<file path="config.mk">
export PLATFORM = sky130hd
export DESIGN_NAME = line_3d_stepper_core
export DESIGN_NICKNAME = d
export VERILOG_FILES = /design/src/rtl/l3s_pkg.sv /design/src/rtl/l3s_ctrl.sv /design/src/rtl/l3s_dp.sv /design/src/rtl/line_3d_stepper_core.sv
export SDC_FILE = /design/constraint.sdc
export NUM_CORES = 1
export LEC_CHECK = 0
export ABC_CLOCK_PERIOD_IN_PS = 7800
export BUFFER_PORTS_ARGS = -buffer_cell sky130_fd_sc_hd__buf_4
export CORE_MARGIN = 1
export CORE_UTILIZATION = 23
export DETAILED_ROUTE_END_ITERATION = 10
export SLEW_MARGIN = 20
export SYNTH_ARGS = -nofsm -noshare
export SYNTH_HDL_FRONTEND = slang
export SYNTH_SLANG_ARGS = --single-unit
</file>
<file path="constraint.sdc">
create_clock -name clock -period 7.8 [get_ports clock]
set_clock_uncertainty 0.2 [all_clocks]
set_input_delay 1.56 -clock clock [delete_from_list [all_inputs] [get_ports clock]]
set_output_delay 1.56 -clock clock [all_outputs]
set_load 0.02 [all_outputs]
</file>
<file path="src/rtl/l3s_pkg.sv">
// Shared types and constants for the 3D line stepper.
// No dependencies; every other file in rtl uses this package.
`timescale 1ns / 1ps

package l3s_pkg;

   localparam int COORD_BITS = 6;
   // Error terms swing between about -2*dm and +2*dm; three extra bits cover it.
   localparam int ERR_BITS   = COORD_BITS + 3;

   typedef logic [COORD_BITS-1:0] coord_type;
   typedef logic [ERR_BITS-1:0]   err_type;

   typedef enum logic [1:0] {
      AXIS_X,
      AXIS_Y,
      AXIS_Z
   } axis_type;

   typedef enum logic {
      ST_IDLE,
      ST_STEP
   } l3s_state_type;

   // Controller to datapath.
   typedef struct packed {
      logic load;   // capture a new segment from the request ports
      logic step;   // advance one point into the output register
   } l3s_cmd_type;

   // Datapath to controller.
   typedef struct packed {
      logic remaining_zero;   // all points of the segment are issued
      logic out_free;         // output register empty or being taken
   } l3s_status_type;

endpackage

</file>
<file path="src/rtl/l3s_ctrl.sv">
// Controller state machine for the 3D line stepper.
// Depends on l3s_pkg; drives load and step commands into l3s_dp.
`timescale 1ns / 1ps

module l3s_ctrl (
   input  logic                    clock,
   input  logic                    reset,
   input  logic                    req_valid,
   output logic                    req_ready,
   input  l3s_pkg::l3s_status_type status,
   output l3s_pkg::l3s_cmd_type    cmd
);

   l3s_pkg::l3s_state_type state_ff, state_in;

   always_ff @(posedge clock) begin
      if (reset) begin
         state_ff <= l3s_pkg::ST_IDLE;
      end else begin
         state_ff <= state_in;
      end
   end

   always_comb begin
      state_in = state_ff;
      case (state_ff)
         l3s_pkg::ST_IDLE: begin
            if (req_valid) state_in = l3s_pkg::ST_STEP;
         end
         l3s_pkg::ST_STEP: begin
            if (status.remaining_zero) state_in = l3s_pkg::ST_IDLE;
         end
         default: state_in = l3s_pkg::ST_IDLE;
      endcase
   end

   always_comb begin
      req_ready = 1'b0;
      cmd.load  = 1'b0;
      cmd.step  = 1'b0;
      case (state_ff)
         l3s_pkg::ST_IDLE: begin
            req_ready = 1'b1;
            cmd.load  = req_valid;
         end
         l3s_pkg::ST_STEP: begin
            cmd.step = !status.remaining_zero && status.out_free;
         end
         default: begin
            req_ready = 1'b0;
         end
      endcase
   end

endmodule

</file>
<file path="src/rtl/l3s_dp.sv">
// Datapath for the 3D line stepper: segment setup, stepping registers, output register.
// Depends on l3s_pkg; commanded by l3s_ctrl.
`timescale 1ns / 1ps

module l3s_dp (
   input  logic                    clock,
   input  logic                    reset,
   input  l3s_pkg::l3s_cmd_type    cmd,
   output l3s_pkg::l3s_status_type status,
   input  l3s_pkg::coord_type      req_start_x,
   input  l3s_pkg::coord_type      req_start_y,
   input  l3s_pkg::coord_type      req_start_z,
   input  l3s_pkg::coord_type      req_end_x,
   input  l3s_pkg::coord_type      req_end_y,
   input  l3s_pkg::coord_type      req_end_z,
   output logic                    rsp_valid,
   input  logic                    rsp_ready,
   output l3s_pkg::coord_type      rsp_point_x,
   output l3s_pkg::coord_type      rsp_point_y,
   output l3s_pkg::coord_type      rsp_point_z,
   output logic                    rsp_last_point
);

   // Segment state
   l3s_pkg::coord_type cur_x_ff, cur_y_ff, cur_z_ff;
   l3s_pkg::coord_type cur_x_in, cur_y_in, cur_z_in;
   l3s_pkg::err_type   err_first_ff, err_second_ff, err_first_in, err_second_in;
   l3s_pkg::coord_type dm_ff, d1_ff, d2_ff;
   l3s_pkg::coord_type remaining_ff, remaining_in;
   l3s_pkg::axis_type  major_ff;
   logic [2:0]         signs_ff;

   // Output register
   l3s_pkg::coord_type out_x_ff, out_y_ff, out_z_ff;
   logic               out_last_ff;
   logic               out_valid_ff, out_valid_in;

   // Setup terms
   l3s_pkg::coord_type dx, dy, dz, dm_sel, d1_sel, d2_sel;
   l3s_pkg::axis_type  major_sel;
   logic               ux, uy, uz;
   l3s_pkg::err_type   err_first_init, err_second_init;

   // Step terms
   logic               a1, a2, mx, my, mz;
   l3s_pkg::err_type   twice_dm;

   always_comb begin
      ux = req_end_x > req_start_x;
      uy = req_end_y > req_start_y;
      uz = req_end_z > req_start_z;
      dx = ux ? req_end_x - req_start_x : req_start_x - req_end_x;
      dy = uy ? req_end_y - req_start_y : req_start_y - req_end_y;
      dz = uz ? req_end_z - req_start_z : req_start_z - req_end_z;
      // Ties go to X, then Y.
      if (dx >= dy && dx >= dz) begin
         major_sel = l3s_pkg::AXIS_X;
         dm_sel = dx;
         d1_sel = dy;
         d2_sel = dz;
      end else if (dy >= dz) begin
         major_sel = l3s_pkg::AXIS_Y;
         dm_sel = dy;
         d1_sel = dx;
         d2_sel = dz;
      end else begin
         major_sel = l3s_pkg::AXIS_Z;
         dm_sel = dz;
         d1_sel = dy;
         d2_sel = dx;
      end
      err_first_init  = {2'b00, d1_sel, 1'b0} - {3'b000, dm_sel};
      err_second_init = {2'b00, d2_sel, 1'b0} - {3'b000, dm_sel};
   end

   always_comb begin
      a1 = !err_first_ff[l3s_pkg::ERR_BITS-1];
      a2 = !err_second_ff[l3s_pkg::ERR_BITS-1];
      twice_dm = {2'b00, dm_ff, 1'b0};
      err_first_in  = err_first_ff - (a1 ? twice_dm : '0) + {2'b00, d1_ff, 1'b0};
      err_second_in = err_second_ff - (a2 ? twice_dm : '0) + {2'b00, d2_ff, 1'b0};
      case (major_ff)
         l3s_pkg::AXIS_X: begin
            mx = 1'b1;
            my = a1;
            mz = a2;
         end
         l3s_pkg::AXIS_Y: begin
            mx = a1;
            my = 1'b1;
            mz = a2;
         end
         l3s_pkg::AXIS_Z: begin
            mx = a2;
            my = a1;
            mz = 1'b1;
         end
         default: begin
            mx = 1'b0;
            my = 1'b0;
            mz = 1'b0;
         end
      endcase
      cur_x_in = cur_x_ff;
      cur_y_in = cur_y_ff;
      cur_z_in = cur_z_ff;
      if (mx) cur_x_in = signs_ff[0] ? cur_x_ff + l3s_pkg::coord_type'(1)
                                     : cur_x_ff - l3s_pkg::coord_type'(1);
      if (my) cur_y_in = signs_ff[1] ? cur_y_ff + l3s_pkg::coord_type'(1)
                                     : cur_y_ff - l3s_pkg::coord_type'(1);
      if (mz) cur_z_in = signs_ff[2] ? cur_z_ff + l3s_pkg::coord_type'(1)
                                     : cur_z_ff - l3s_pkg::coord_type'(1);
      remaining_in = remaining_ff - l3s_pkg::coord_type'(1);
   end

   always_ff @(posedge clock) begin
      if (reset) begin
         remaining_ff <= '0;
      end else if (cmd.load) begin
         remaining_ff <= dm_sel;
      end else if (cmd.step) begin
         remaining_ff <= remaining_in;
      end
   end

   always_ff @(posedge clock) begin
      if (cmd.load) begin
         cur_x_ff      <= req_start_x;
         cur_y_ff      <= req_start_y;
         cur_z_ff      <= req_start_z;
         err_first_ff  <= err_first_init;
         err_second_ff <= err_second_init;
         dm_ff         <= dm_sel;
         d1_ff         <= d1_sel;
         d2_ff         <= d2_sel;
         major_ff      <= major_sel;
         signs_ff      <= {uz, uy, ux};
      end else if (cmd.step) begin
         cur_x_ff      <= cur_x_in;
         cur_y_ff      <= cur_y_in;
         cur_z_ff      <= cur_z_in;
         err_first_ff  <= err_first_in;
         err_second_ff <= err_second_in;
      end
   end

   // Hold the point until taken; a new step only lands when the register is free.
   always_comb begin
      status.out_free       = !out_valid_ff || rsp_ready;
      status.remaining_zero = (remaining_ff == '0);
      out_valid_in = cmd.step || (out_valid_ff && !rsp_ready);
   end

   always_ff @(posedge clock) begin
      if (reset) begin
         out_valid_ff <= 1'b0;
      end else begin
         out_valid_ff <= out_valid_in;
      end
   end

   always_ff @(posedge clock) begin
      if (cmd.step) begin
         out_x_ff    <= cur_x_in;
         out_y_ff    <= cur_y_in;
         out_z_ff    <= cur_z_in;
         out_last_ff <= (remaining_ff == l3s_pkg::coord_type'(1));
      end
   end

   assign rsp_valid      = out_valid_ff;
   assign rsp_point_x    = out_x_ff;
   assign rsp_point_y    = out_y_ff;
   assign rsp_point_z    = out_z_ff;
   assign rsp_last_point = out_last_ff;

endmodule

</file>
<file path="src/rtl/line_3d_stepper_core.sv">
// After a segment is accepted, its first point goes through the segment registers and the output register.
// Throughput: one point per cycle while the output is taken; a segment with major delta
// dm occupies the block through setup, a step for each of the dm points, and a retire
// step before the controller returns to idle.
// The rate is set by the single stepping unit, which issues one point per cycle while the output register is free.
// Reset (synchronous, active high) returns the controller to idle and empties the output.
`timescale 1ns / 1ps

module line_3d_stepper_core (
   input  logic               clock,
   input  logic               reset,
   // Segment request channel
   input  logic               req_valid,
   output logic               req_ready,
   input  l3s_pkg::coord_type req_start_x,
   input  l3s_pkg::coord_type req_start_y,
   input  l3s_pkg::coord_type req_start_z,
   input  l3s_pkg::coord_type req_end_x,
   input  l3s_pkg::coord_type req_end_y,
   input  l3s_pkg::coord_type req_end_z,
   // Point result channel
   output logic               rsp_valid,
   input  logic               rsp_ready,
   output l3s_pkg::coord_type rsp_point_x,
   output l3s_pkg::coord_type rsp_point_y,
   output l3s_pkg::coord_type rsp_point_z,
   output logic               rsp_last_point
);

   // Commands run one way, status the other; no other wires join the two halves.
   l3s_pkg::l3s_cmd_type    cmd;
   l3s_pkg::l3s_status_type status;

   // Controller: accept a segment when idle, then step until every point is issued.
   l3s_ctrl u_ctrl (
      .clock     (clock),
      .reset     (reset),
      .req_valid (req_valid),
      .req_ready (req_ready),
      .status    (status),
      .cmd       (cmd)
   );

   // Datapath: set up deltas and error terms, advance the point, hold the output item.
   // The output register lets a new segment load while the last point still waits.
   l3s_dp u_dp (
      .clock          (clock),
      .reset          (reset),
      .cmd            (cmd),
      .status         (status),
      .req_start_x    (req_start_x),
      .req_start_y    (req_start_y),
      .req_start_z    (req_start_z),
      .req_end_x      (req_end_x),
      .req_end_y      (req_end_y),
      .req_end_z      (req_end_z),
      .rsp_valid      (rsp_valid),
      .rsp_ready      (rsp_ready),
      .rsp_point_x    (rsp_point_x),
      .rsp_point_y    (rsp_point_y),
      .rsp_point_z    (rsp_point_z),
      .rsp_last_point (rsp_last_point)
   );

endmodule

</file>
# Word-level counts from Yosys, hierarchy flattened
# Index checks and enable logic that the tools add are counted.
# word_totals
ff_bits	86
latchBits	0
ram_bits	0
mem_bits_ro	0
in_bits	40
output_inout_bits	21
word_cells	100
n_memories	0
# classes
addsub	19
multipliers	0
n_div	0
order_cmp	6
n_eq_ne	3
shift	0
n_mux	39
bitwise	1
n_reduce_logical	15
# ops
op	n
$mux 6	23
$mux 9	4
$sub 6x6->6	6
$sub 6x1->6 const B	4
$add 6x1->6 const B	3
$add 9x7->9	2
$ge 6x6->1	3
$gt 6x6->1	3
$sub 9x9->9	2
$sub 7x6->8	2
$mux 7	2
$eq 6x1->1 const B	1
$logic_not 6->1	1
$pmux 1 s2	3
$logic_not 1->1	5
$mux 1	5
$reduce_or 2->1	2
$logic_and 1x1->1	3
$pmux 1 s3	1
$eq 2x1->1 const B	1
$eq 2x2->1 const B	1
$logic_not 2->1	1
$logic_or 1x1->1	2
$mux 2	1
2 further kinds	2

# Depth between registers and ports, before layout
# Gate-level depths: netlist (run 1).
# depth
depth_word	7
ltp_mapped	25

# Modules after synthesis
# A second synthesis (run 1) with hierarchy kept.
# hier_totals
cells_unflattened	804
area_unflattened_um2	7608.5
# modules_own_cells
mod	n_inst	cells_per_inst	area_each_um2	seq_area_each_um2
l3s_dp	1	798	7552.2	2422.3
l3s_ctrl	1	6	56.3	20.0

# Worst setup path after synthesis (run 1)
# OpenSTA, ideal clock, no wires.
# synth_timing
path_type	input to register
startpoint	input port req_end_y[0]
endpoint	register u_dp.err_second_ff[6] (data pin)
setup_ns	0.136
arrival_time_ns	6.673
required_time_ns	7.464
slack_ns	0.791
stages	24
cell_sequence	inv_1 ha_1 fa_1 and2b_1 o2111ai_1 a21oi_4 mux2_4 o221ai_1 a221oi_1 xnor2_1 inv_1 ha_1 nand3_1 o21ai_1 nand2_1 nand2_1 inv_2 a221o_1 buf_6 ha_1 or2_2 maj3_1 a2111o_1 nand3_1
# synth_between
elab_chain_cells	7
elab_cells_between_ends	13
classes_between	3 x add/sub; 3 x order compare; 6 x mux; 1 x reduce/logical
# synth_rtl
item	line_no	text
start, declared	line_3d_stepper_core.sv:19	input l3s_pkg::coord_type req_end_y,
$gt 6x6->1 *	l3s_dp.sv:50	uy = req_end_y > req_start_y;
via u_dp.uy	l3s_dp.sv:41	logic ux, uy, uz;
$mux 6 *	l3s_dp.sv:53	dy = uy ? req_end_y - req_start_y : req_start_y - req_end_y;
$ge 6x6->1, on equally long branches	l3s_dp.sv:61, l3s_dp.sv:56	
$mux 6 or $logic_and 1x1->1 (tied branches)	l3s_dp.sv:61, l3s_dp.sv:56	
$mux 6	l3s_dp.sv:56	if (dx >= dy && dx >= dz) begin
$sub 7x6->8 *	l3s_dp.sv:73	err_second_init = {2'b00, d2_sel, 1'b0} - {3'b000, dm_sel};
$mux 9 *	l3s_dp.sv:127	if (cmd.load) begin
end signal, assigned	l3s_dp.sv:132	err_second_ff <= err_second_init;
end signal, assigned	l3s_dp.sv:143	err_second_ff <= err_second_in;
end, declared	l3s_dp.sv:27	l3s_pkg::err_type err_first_ff, err_second_ff, err_first_in, err_second_in;
# The timed path passes the listed nets; every way through them passes the cells marked *.
# A chain may end at the register's enable or synchronous reset.

# Worst setup path in the final report (run 1)
# layout_timing
startpoint	input port req_start_y[0]
endpoint	register u_dp.err_second_ff[6] (data pin)
# layout_between
elab_chain_cells	7
elab_cells_between_ends	13
classes_between	3 x add/sub; 3 x order compare; 6 x mux; 1 x reduce/logical
# layout_rtl
item	line_no	text
start, declared	line_3d_stepper_core.sv:16	input l3s_pkg::coord_type req_start_y,
$gt 6x6->1 *	l3s_dp.sv:50	
via u_dp.uy	l3s_dp.sv:41	
$mux 6 *	l3s_dp.sv:53	
$ge 6x6->1, on equally long branches	l3s_dp.sv:61, l3s_dp.sv:56	
$mux 6 or $logic_and 1x1->1 (tied branches)	l3s_dp.sv:61, l3s_dp.sv:56	
$mux 6 *	l3s_dp.sv:56	
via u_dp.dm_sel[1]	l3s_dp.sv:39	l3s_pkg::coord_type dx, dy, dz, dm_sel, d1_sel, d2_sel;
$sub 7x6->8 *	l3s_dp.sv:73	
$mux 9 *	l3s_dp.sv:127	
# Marked as above.

==> results.md, run 1 <==
* Outcome: finished, final reports clean
* Worst reg2reg path depth at 13
* Clock insertion delay at the later pin of the skew report at 0.35 ns
* Hold Crit Start: u_dp.rsp_valid
* Starting Density at 23.59%
* Worst reg2reg path startpoint: u_dp.err_second_ff[8]
* CTS max path bufs at 2
* Vias in the first global route at 5,749
* Hold path cells at 2
* WL/cell at 14.71 um
* Placed insts at 1,263
* Hold Buf Count CTS at 0
* Multi-input gate area at 4443 um2
* Power per Cell Area at 497.7 nW/um2
* Drt first-iter violations at 446
* Setup Crit Path Kind: input port to register
* CP cell instances: buf_4 > ha_1 > fa_1 > and2b_1 > o2111ai_1 > a21oi_4 > mux2_4 > o221ai_1 > a221oi_1 > xnor2_1 > ha_1 > nand3_1 > o21ai_1 > o211ai_1 > a31oi_1 > inv_1 > xnor2_1 > ha_1 > a21oi_1 > a21oi_1 > a2111o_1 > a2111o_1 > nand3_1
* Die Y-Extent at 182.6 um
* Leak pwr at 3.920 nW
* Fin. max-slew vios at 0
* DR vias at 5,740
* Post-synth EDFFs at 76
* Syn_nets at 923
* H-Tree Depth at 3
* Reg-to-reg endpoint: u_dp.err_second_ff[6]
* Crit Path Max Fanout at 9
* Seq/Total Area, Yosys at 32.56%
* Share of post-route cells with drive strength above 1 at 14.57%
* Total Wirelength at 18,810 um
* Most frequent cells in the layout: inv_1 (137), ha_1 (82), edfxtp_1 (76)
* Chip width at 182.6 um
* CP Data Arrival Time at 7.24 ns
* Postcts setup bufs at 0
* Post-cts sizing count at 0
* Startpoint Class: input port
* Pin count of the biggest net entering global routing at 38
* Register-to-register setup slack at 4.25 ns
* CTS Root Cell: clkbuf_16
* DRC violations left at 0
* Max_cap viols at 0
* Actual slew at the worst max-slew pin at 0.9785 ns
* Warnings, synthesis at 0
* Initial antenna violation count at 0
* Cell variety after synth at 77
* Slowest CP cell: a31oi_1
* Worst-path clk slew at 0.07 ns
* Async set-or-reset flop fraction in the synthesized netlist at 0%
* Vias per cell at 4.488
* Fin. Hold Viols at 0
* Worst hold endpoint: u_dp.rsp_valid
* Total core area at 31,800 um2
* Synth Register Bits at 84
* Drt first pass iters at 5
* Post-DP HPWL at 14,580 um
* Mapped cell area at 7502 um2
* GP Congestion at 0.9102
* Most common cell after layout, fill and taps aside: inv_1
* Final min period at 7.214 ns
* RSZ-0062 raised after global routing: false
* Total negative slack at 0 ns
* Worst path most repeated cell: ha_1
* Max incr delay on CP at 0.48 ns
* Prevailing post-synth register cell: edfxtp_1
* Setup crit end kind: register
* Die Area at 33,340 um2
* Fin crit share at 92.49%
* Area Growth Syn to Fin at 17.44%
* Max-slew headroom at 32.90%
* CP required at 7.82 ns
* Row cnt at 65
* Total CTS buffers at 9
* # setup viols final at 0
* Max Freq at 138.6 MHz
* I/O pin cnt at 61
* Synthesized area per cell at 9.643 um2
* Num Clock Sinks at 84
* Bufs and invs on worst path at 2
* Fillers at 3,369
* Total Routing Usage GR at 11.71%
* Synth Instances at 778
* Max IR drop VDD at 187.1 uV
* CTS tree: done
* GRT overflow at 0
* Seq. cell area at 2442 um2
* Finished Layout Cells at 1,279
* Worst min path class: register to register
* Antenna Cells at 0
* First-pass GRT wire length at 30,660 um
* Crit-path leading delay family: compound AO/OA/AOI/OAI gates
* Final nets at 984
* PortBufs at 60
* Routed Antenna Nets at 0
## metrics by stage
stage	total power (W)	instance area (um2)	utilization [%]	hold WS, ns	setup WS, ns
6_report	0.004386	8811	27.71	0.3012	0.5861
5_1_grt	0.004812	8811	27.71	0.3261	0.1405
4_1_cts	0.004398	8811	27.71	0.3068	0.7188
3_5_place_dp	0.003857	8466	26.62	0.2947	0.3719
3_3_place_gp	0.003802	8466	26.62	0.2928	0.5540
2_1_floorplan	0.003168	7502	-	0.2629	0.7911
## cells in the mapped netlist, types with 7 or more instances
cell type  number  area (um2)
a211oi_1        9       67.56
xnor2_1        46       402.9
o211ai_1        7       52.55
o21bai_1        8       60.06
xor2_1         14       122.6
nor2b_1        15       93.84
edfxtp_1       76        2282
a21oi_1        60       300.3
inv_1         137       514.2
nand2b_1        7       43.79
fa_1           23       460.4
dfxtp_1         8       160.2
clkbuf_1       11       41.29
o21a_1          8       60.06
o21ai_0        22       110.1
nand2_1        39       146.4
a31oi_1         8       50.05
mux2_2         17       191.4
mux2i_1        15       150.1
nor2_1         40       150.1
ha_1           82        1026
a21o_1         20       150.1
## area by class of cell
class                   count  area share, %
multi-input cells         535          50.43
clock inverters             4         0.6390
flip-flops and latches     84          27.72
clock buffers              12          3.280
inverters                 142          6.049
repair buffers             67          5.709
well taps                 435          6.177
## power by group
part | leakage, nW | internal (W) | total (W) | switching [W]
Clock | 0.172 | 0.000300 | 0.000503 | 0.000203
Sequential | 0.796 | 0.000839 | 0.000947 | 0.000108
Combinational | 2.95 | 0.00127 | 0.00294 | 0.00166
Total | 3.92 | 0.00241 | 0.00439 | 0.00197
## worst max-delay path by stage
stage,to,from,slack [ns],cells past startpoint
3_5_place_dp,u_dp.err_second_ff[6],req_start_y[0],0.37,24
2_1_floorplan,u_dp.err_second_ff[6],req_end_y[0],0.79,24
4_1_cts,u_dp.err_second_ff[6],req_start_y[0],0.72,24
6_report,u_dp.err_second_ff[6],req_start_y[0],0.59,23
5_1_grt,u_dp.err_second_ff[6],req_start_y[0],0.14,24
3_3_place_gp,u_dp.err_second_ff[6],req_start_y[0],0.55,23
## logic make-up after synthesis
| kind of cell | Yosys count | synth area share [%] |
|---|---|---|
| AO/OA/AOI/OAI | 192 | 17.60 |
| buffers and inverters | 159 | 8.222 |
| AND/OR/NAND/NOR | 138 | 9.023 |
| adder cells (fa/ha/maj) | 111 | 20.63 |
| flip-flops | 84 | 32.56 |
| XOR/XNOR | 61 | 7.222 |
| multiplexers | 33 | 4.753 |
## worst reg2reg max path, stage by stage (launching register included)
cell and delay [ns]:
edfxtp_1 0.57, nor2b_1 0.24, fa_1 0.43, inv_1 0.11, ha_1 0.23, nor2b_1 0.12
o21ai_0 0.23, a21boi_0 0.16, o21ai_0 0.18, nand2b_1 0.13, xnor2_1 0.21, nor2_1 0.06
a311oi_1 0.29, nand3_1 0.11
## flip-flops by register name (all words and copies together), names as in the netlist
name	count
u_ctrl.state_ff	1
u_dp.cur_x_ff	6
u_dp.cur_y_ff	6
u_dp.cur_z_ff	6
u_dp.d1_ff	6
u_dp.d2_ff	6
u_dp.dm_ff	6
u_dp.err_first_ff	8
u_dp.err_second_ff	8
u_dp.major_ff	2
u_dp.remaining_ff	6
u_dp.rsp_last_point	1
u_dp.rsp_point_x	6
u_dp.rsp_point_y	6
u_dp.rsp_point_z	6
u_dp.rsp_valid	1
u_dp.signs_ff	3
## routing by layer
metal / up-vias / routed length (um) / GRT usage [%]
met5: - / 0 / 0
met4: 0 / 295 / 3.563
met3: 19 / 814 / 2.115
met2: 117 / 8626 / 18.87
met1: 2787 / 9074 / 15.84
li1: 2817 / - / -
(Power assumes the default switching activity.)
==> run 2, diff against run 1 <==
Settings changed: RECOVER_POWER from default to 100.
==> run 2 against run 1 <==
  * Sequential share of layout area rose by 0.42 points
  * Largest cell class unchanged
  * The flow now finishes with violations (max-capacitance violations, max-slew violations)
  * Highest routed layer unchanged
  * Combinational power fell by 3%
  * Non-clock buffer count unchanged
  * Core utilization fell by 0.41 points
==> results.md, run 2 (synthesized netlist as in run 1, its figures left out) <==
* Row cnt at 65 (unchanged)
* Drt first-iter violations at 369 (-17%)
* Post-cts sizing count at 0 (unchanged)
* Num Clock Sinks at 84 (unchanged)
* Fin. Hold Viols at 0 (unchanged)
* Total power at 0.004305 W (-1.8%)
* Max-slew headroom at -57.04% (-90 points)
* Post-DP HPWL at 14,580 um (unchanged)
* PortBufs at 60 (unchanged)
* GP Congestion at 0.9102 (unchanged)
* Crit Path Max Fanout at 9 (unchanged)
* Worst-path clk slew at 0.07 ns (about the same)
* Setup crit end kind: register
* Share of post-route cells with drive strength above 1 at 9.242% (-5.3 points)
* Outcome: complete, but fails checks
* CTS tree: done
* CTS max path bufs at 2 (unchanged)
* Fin crit share at 93.75% (+1.3 points)
* Startpoint Class: input port
* CP Data Arrival Time at 7.28 ns (+0.04 ns)
* DRC violations left at 0 (unchanged)
* Max Freq at 136.7 MHz (-1.3%)
* Chip width at 182.6 um (unchanged)
* GRT overflow at 0 (unchanged)
* H-Tree Depth at 3 (unchanged)
* Die Y-Extent at 182.6 um (unchanged)
* Actual slew at the worst max-slew pin at 2.356 ns (+1.377 ns)
* CTS Root Cell: clkbuf_16
* Vias per cell at 4.484 (about the same)
* I/O pin cnt at 61 (unchanged)
* Worst min path class: register to register
* Total core area at 31,800 um2 (unchanged)
* Most common cell after layout, fill and taps aside: inv_1
* Regs by FF count: u_dp.err_first_ff x8, u_dp.err_second_ff x8
* Postcts setup bufs at 0 (unchanged)
* Most frequent cells in the layout: inv_1 (139), ha_1 (82), edfxtp_1 (76)
* Power per Cell Area at 496.0 nW/um2 (-0.36%)
* Routed Antenna Nets at 0 (unchanged)
* CP required at 7.76 ns (-0.06 ns)
* DR vias at 5,735 (-0.087%)
* Setup Crit Path Kind: input port to register
* Final nets at 984 (unchanged)
* Failing checks: max-capacitance violations, max-slew violations
* First-pass GRT wire length at 30,660 um (unchanged)
* Die Area at 33,340 um2 (unchanged)
* Total negative slack at 0 ns (unchanged)
* Clock insertion delay at the later pin of the skew report at 0.35 ns (about the same)
* Hold Buf Count CTS at 0 (unchanged)
* Antenna Cells at 0 (unchanged)
* Total Routing Usage GR at 11.71% (unchanged)
* WL/cell at 14.70 um (about the same)
* # setup viols final at 0 (unchanged)
* Pin count of the biggest net entering global routing at 38 (unchanged)
* Max_cap viols at 4 (+4)
* Initial antenna violation count at 0 (unchanged)
* RSZ-0062 raised after global routing: false
* Vias in the first global route at 5,749 (unchanged)
* Drt first pass iters at 5 (unchanged)
* Fin. max-slew vios at 135 (+135)
* Area Growth Syn to Fin at 15.71%
* Starting Density at 23.59% (unchanged)
* Final Cell Area at 8681 um2 (-1.5%)
* Max IR drop VDD at 186.2 uV (-0.48%)
* Placed standard-cell area at 8466 um2 (unchanged)
* Total Wirelength at 18,800 um (about the same)
* Total CTS buffers at 9 (unchanged)
* Final min period at 7.313 ns (+0.09874 ns)
* Leak pwr at 3.809 nW (-2.8%)
run 2: cell count changes in the layout (fill, tap and decap cells not counted), sizes merged:
cell / previous run / this run
buf: 67 / 36
clkbuf: 12 / 43
clkinv: 0 / 1
inv: 145 / 144
run 2: per-layer routing:
metal | vias to the layer above | global-route usage [%] | routed length [um]
met5 | - | 0 | 0
met3 | 24 | 2.115 | 898
met1 | 2760 | 15.84 | 8970
li1 | 2811 | - | -
met4 | 0 | 3.563 | 323
met2 | 140 | 18.87 | 8606
run 2: final timing paths:
kind,startpoint,to,slack (ns),cells after the start
setup / recovery,req_start_y[0],u_dp.err_second_ff[5],0.49,23
hold / removal,u_dp.rsp_valid,u_dp.rsp_valid,0.30,2
setup reg to reg,u_ctrl.state_ff,u_dp.cur_z_ff[0],2.58,7
hold reg to reg,u_dp.rsp_valid,u_dp.rsp_valid,0.30,2
run 2: final cells by class:
cell class | count | area [um2]
Multi-Input combinational cell | 535 | 4418
Inverter | 142 | 533.0
Clock inverter | 4 | 56.30
Fill cell | 3395 | 23120
Timing Repair Buffer | 67 | 397.9
Clock buffer | 12 | 289.0
Tap cell | 435 | 544.3
Sequential cell | 84 | 2442
run 2: power breakdown:
group,internal [W],leakage (nW),switching [W]
logic,0.00120,2.84,0.00165
clock network,0.000300,0.172,0.000204
registers,0.000844,0.796,0.000105
run 2: critical path, stage by stage:
cell and delay (ns):
clkbuf_4 0.11, ha_1 0.21, fa_1 0.38, and2b_1 0.24
o2111ai_1 0.20, a21oi_4 0.33, mux2_1 0.39, o221ai_1 0.19
a221oi_1 0.12, xnor2_1 0.22, inv_1 0.11, ha_1 0.32
a21oi_1 0.18, o21ai_1 0.17, a21oi_1 0.30, clkbuf_1 0.37
nor2_1 0.08, a21oi_1 0.41, clkinv_1 0.18, maj3_1 0.41
a221o_1 0.32, and3_1 0.23, o31ai_1 0.24
run 2: through the flow:
| step | hold slack (ns) | setup slack [ns] | instances | util, % |
|---|---|---|---|---|
| 2_1_floorplan | 0.2629 | 0.7911 | 778 | - |
| 5_1_grt | 0.3250 | 0.08200 | 1279 | 27.30 |
| 3_3_place_gp | 0.2928 | 0.5540 | 1263 | 26.62 |
| 3_5_place_dp | 0.2947 | 0.3719 | 1263 | 26.62 |
| 6_report | 0.3018 | 0.4873 | 1279 | 27.30 |
| 4_1_cts | 0.3068 | 0.7188 | 1279 | 27.71 |
==> run 3, diff against run 2 <==
Settings changed: ABC_CLOCK_PERIOD_IN_PS 7800 to 9200, CTS_BUF_LIST from default to sky130_fd_sc_hd__clkbuf_2.
Clock period 7.8 ns to 9.2 ns, I/O delays scaled along.
==> run 3 against run 2 <==
  * Core utilization is 0.78 points lower
  * Combinational power is 16% lower
  * Routed wire length is 3.2% lower
  * Critical endpoint is now u_dp.err_second_ff[6]
  * Design area is 2.8% lower
  * The run still ends with max-capacitance violations, max-slew violations left
  * Worst setup slack better by 0.80 ns
  * Highest routed layer unchanged
==> results.md, run 3 (synthesized netlist as in run 1, its figures left out) <==
* Max_cap viols at 3 (-1)
* Worst reg2reg path startpoint: u_ctrl.state_ff
* Leak pwr at 3.712 nW (-2.5%)
* Fin. Hold Viols at 0 (unchanged)
* Most frequent cells in the layout: inv_1 (140), ha_1 (82), edfxtp_1 (76)
* Chip width at 182.6 um (unchanged)
* Max Freq at 126.4 MHz
* Final nets at 982 (-0.20%)
* Crit Path Max Fanout at 11 (+2)
* Post-DP HPWL at 14,340 um (-1.7%)
* Row cnt at 65 (unchanged)
* CP required at 9.52 ns (+1.76 ns)
* CTS max path bufs at 2 (unchanged)
* Max-slew headroom at -77.39% (-20 points)
* Vias in the first global route at 5,707 (-0.73%)
* Register-to-register setup slack at 2.59 ns (about the same)
* Hold path cells at 2 (unchanged)
* Total negative slack at 0 ns (unchanged)
* Total power at 0.003410 W (-21%)
* Share of post-route cells with drive strength above 1 at 9.264% (+0.022 points)
* Drt first pass iters at 5 (unchanged)
* Fin crit share at 86.02%
* Vias per cell at 4.423 (-1.4%)
* Hold Crit Start: u_ctrl.state_ff
* Outcome: complete, but fails checks
* Crit-path leading delay family: compound AO/OA/AOI/OAI gates
* CTS Root Cell: clkbuf_2
* # setup viols final at 0 (unchanged)
* Worst hold endpoint: u_dp.rsp_valid
* Placed standard-cell area at 8451 um2 (-0.18%)
* Initial antenna violation count at 1 (+1)
* Setup crit end kind: register
* CP cell instances: buf_4 > inv_1 > ha_1 > nor2b_4 > o31a_1 > o31ai_1 > mux2i_1 > xnor2_1 > inv_1 > ha_1 > a21o_1 > a21oi_1 > o21ai_1 > nand2_1 > nand2_1 > inv_1 > a221o_1 > ha_1 > or2_2 > maj3_1 > a2111o_1 > nand3_1
* Final min period at 7.913 ns
* PortBufs at 60 (unchanged)
* Slowest CP cell: o31ai_1
* Routed Antenna Nets at 0 (unchanged)
* Most common cell after layout, fill and taps aside: inv_1
* Startpoint Class: input port
* Regs by FF count: u_dp.err_first_ff x8, u_dp.err_second_ff x8
* GRT overflow at 0 (unchanged)
* GP Congestion at 0.8810 (-3.2%)
* Total Routing Usage GR at 11.25% (-0.47 points)
* Failing checks: max-capacitance violations, max-slew violations
* DR vias at 5,652 (-1.4%)
* Num Clock Sinks at 84 (unchanged)
* Actual slew at the worst max-slew pin at 2.661 ns (+0.3053 ns)
* WL/cell at 14.23 um (-3.2%)
* CP Data Arrival Time at 8.24 ns (+0.96 ns)
* Die Y-Extent at 182.6 um (unchanged)
* Worst-path clk slew at 0.30 ns (+0.23 ns)
* Post-cts sizing count at 0 (unchanged)
* DRC violations left at 0 (unchanged)
* Pin count of the biggest net entering global routing at 54 (+42%)
* Finished Layout Cells at 1,278 (-0.078%)
* Total Wirelength at 18,190 um (-3.2%)
* Die Area at 33,340 um2 (unchanged)
* Drt first-iter violations at 329 (-11%)
* Reg-to-reg endpoint: u_dp.cur_z_ff[4]
* I/O pin cnt at 61 (unchanged)
* CTS tree: done
* H-Tree Depth at 3 (unchanged)
* Final Cell Area at 8434 um2 (-2.8%)
* Bufs and invs on worst path at 4 (unchanged)
* Power per Cell Area at 404.3 nW/um2 (-18%)
* Starting Density at 23.59% (unchanged)
* Total core area at 31,800 um2 (unchanged)
* First-pass GRT wire length at 29,560 um (-3.6%)
* Max IR drop VDD at 136.6 uV (-27%)
* Hold Buf Count CTS at 0 (unchanged)
* Postcts setup bufs at 0 (unchanged)
* Fin. max-slew vios at 124 (-8.1%)
* Worst min path class: register to register
* Area Growth Syn to Fin at 12.42%
* RSZ-0062 raised after global routing: false
* Total CTS buffers at 9 (unchanged)
* Placed insts at 1,261 (-0.16%)
* Worst reg2reg path depth at 8 (+1)
* Max incr delay on CP at 1.00 ns (+0.59 ns)
* Setup Crit Path Kind: input port to register
* Clock insertion delay at the later pin of the skew report at 0.63 ns (+0.28 ns)
-- run 3: per-stage QoR --
step           setup slack (ns)  util, %  hold WS, ns
2_1_floorplan             1.911        -       0.2629
3_3_place_gp              1.468    26.57       0.2868
3_5_place_dp              1.319    26.57       0.2906
4_1_cts                   1.983    26.96       0.3230
5_1_grt                  0.8309    26.52       0.3728
6_report                  1.287    26.52       0.3165
-- run 3: per-layer routing --
layer | up-vias | share of wire [%] | global-route usage (%)
li1 | 2806 | - | -
met1 | 2739 | 48 | 14.66
met2 | 88 | 47 | 19.01
met3 | 19 | 3.6 | 1.976
met4 | 0 | 1.5 | 3.059
met5 | - | 0 | 0
-- run 3: worst max path at each step --
| stage | from | end | slack [ns] | cells after the start |
|---|---|---|---|---|
| 6_report | req_start_x[2] | u_dp.err_second_ff[6] | 1.29 | 22 |
| 5_1_grt | req_start_x[2] | u_dp.err_second_ff[6] | 0.83 | 22 |
| 4_1_cts | req_start_y[0] | u_dp.err_second_ff[6] | 1.98 | 23 |
| 3_5_place_dp | req_start_y[0] | u_dp.err_second_ff[6] | 1.32 | 23 |
| 3_3_place_gp | req_start_y[0] | u_dp.err_second_ff[6] | 1.47 | 23 |
| 2_1_floorplan | req_end_y[0] | u_dp.err_second_ff[6] | 1.91 | 24 |
-- run 3: tightest hold or removal path: cells and delay by family (launching register included) --
kind	cells	cell delay, ns
compound gates	1	0.06
flops	1	0.38
simple gates	1	0.07
-- run 3: where the power goes --
part	leakage, nW	total, W	switching (W)	internal, W
Combinational	2.84	0.00239	0.00137	0.00103
Sequential	0.796	0.000802	0.0000893	0.000713
Clock	0.0731	0.000217	0.000150	0.0000669
Total	3.71	0.00341	0.00160	0.00181
-- run 3: cell type report --
type                            count  area, um2
Multi-Input combinational cell    535       4403
Fill cell                        3426      23360
Inverter                          142      533.0
Clock inverter                      6      72.57
Clock buffer                       10      50.05
Antenna cell                        1      2.502
Timing Repair Buffer               65      386.6
Tap cell                          435      544.3
Sequential cell                    84       2442
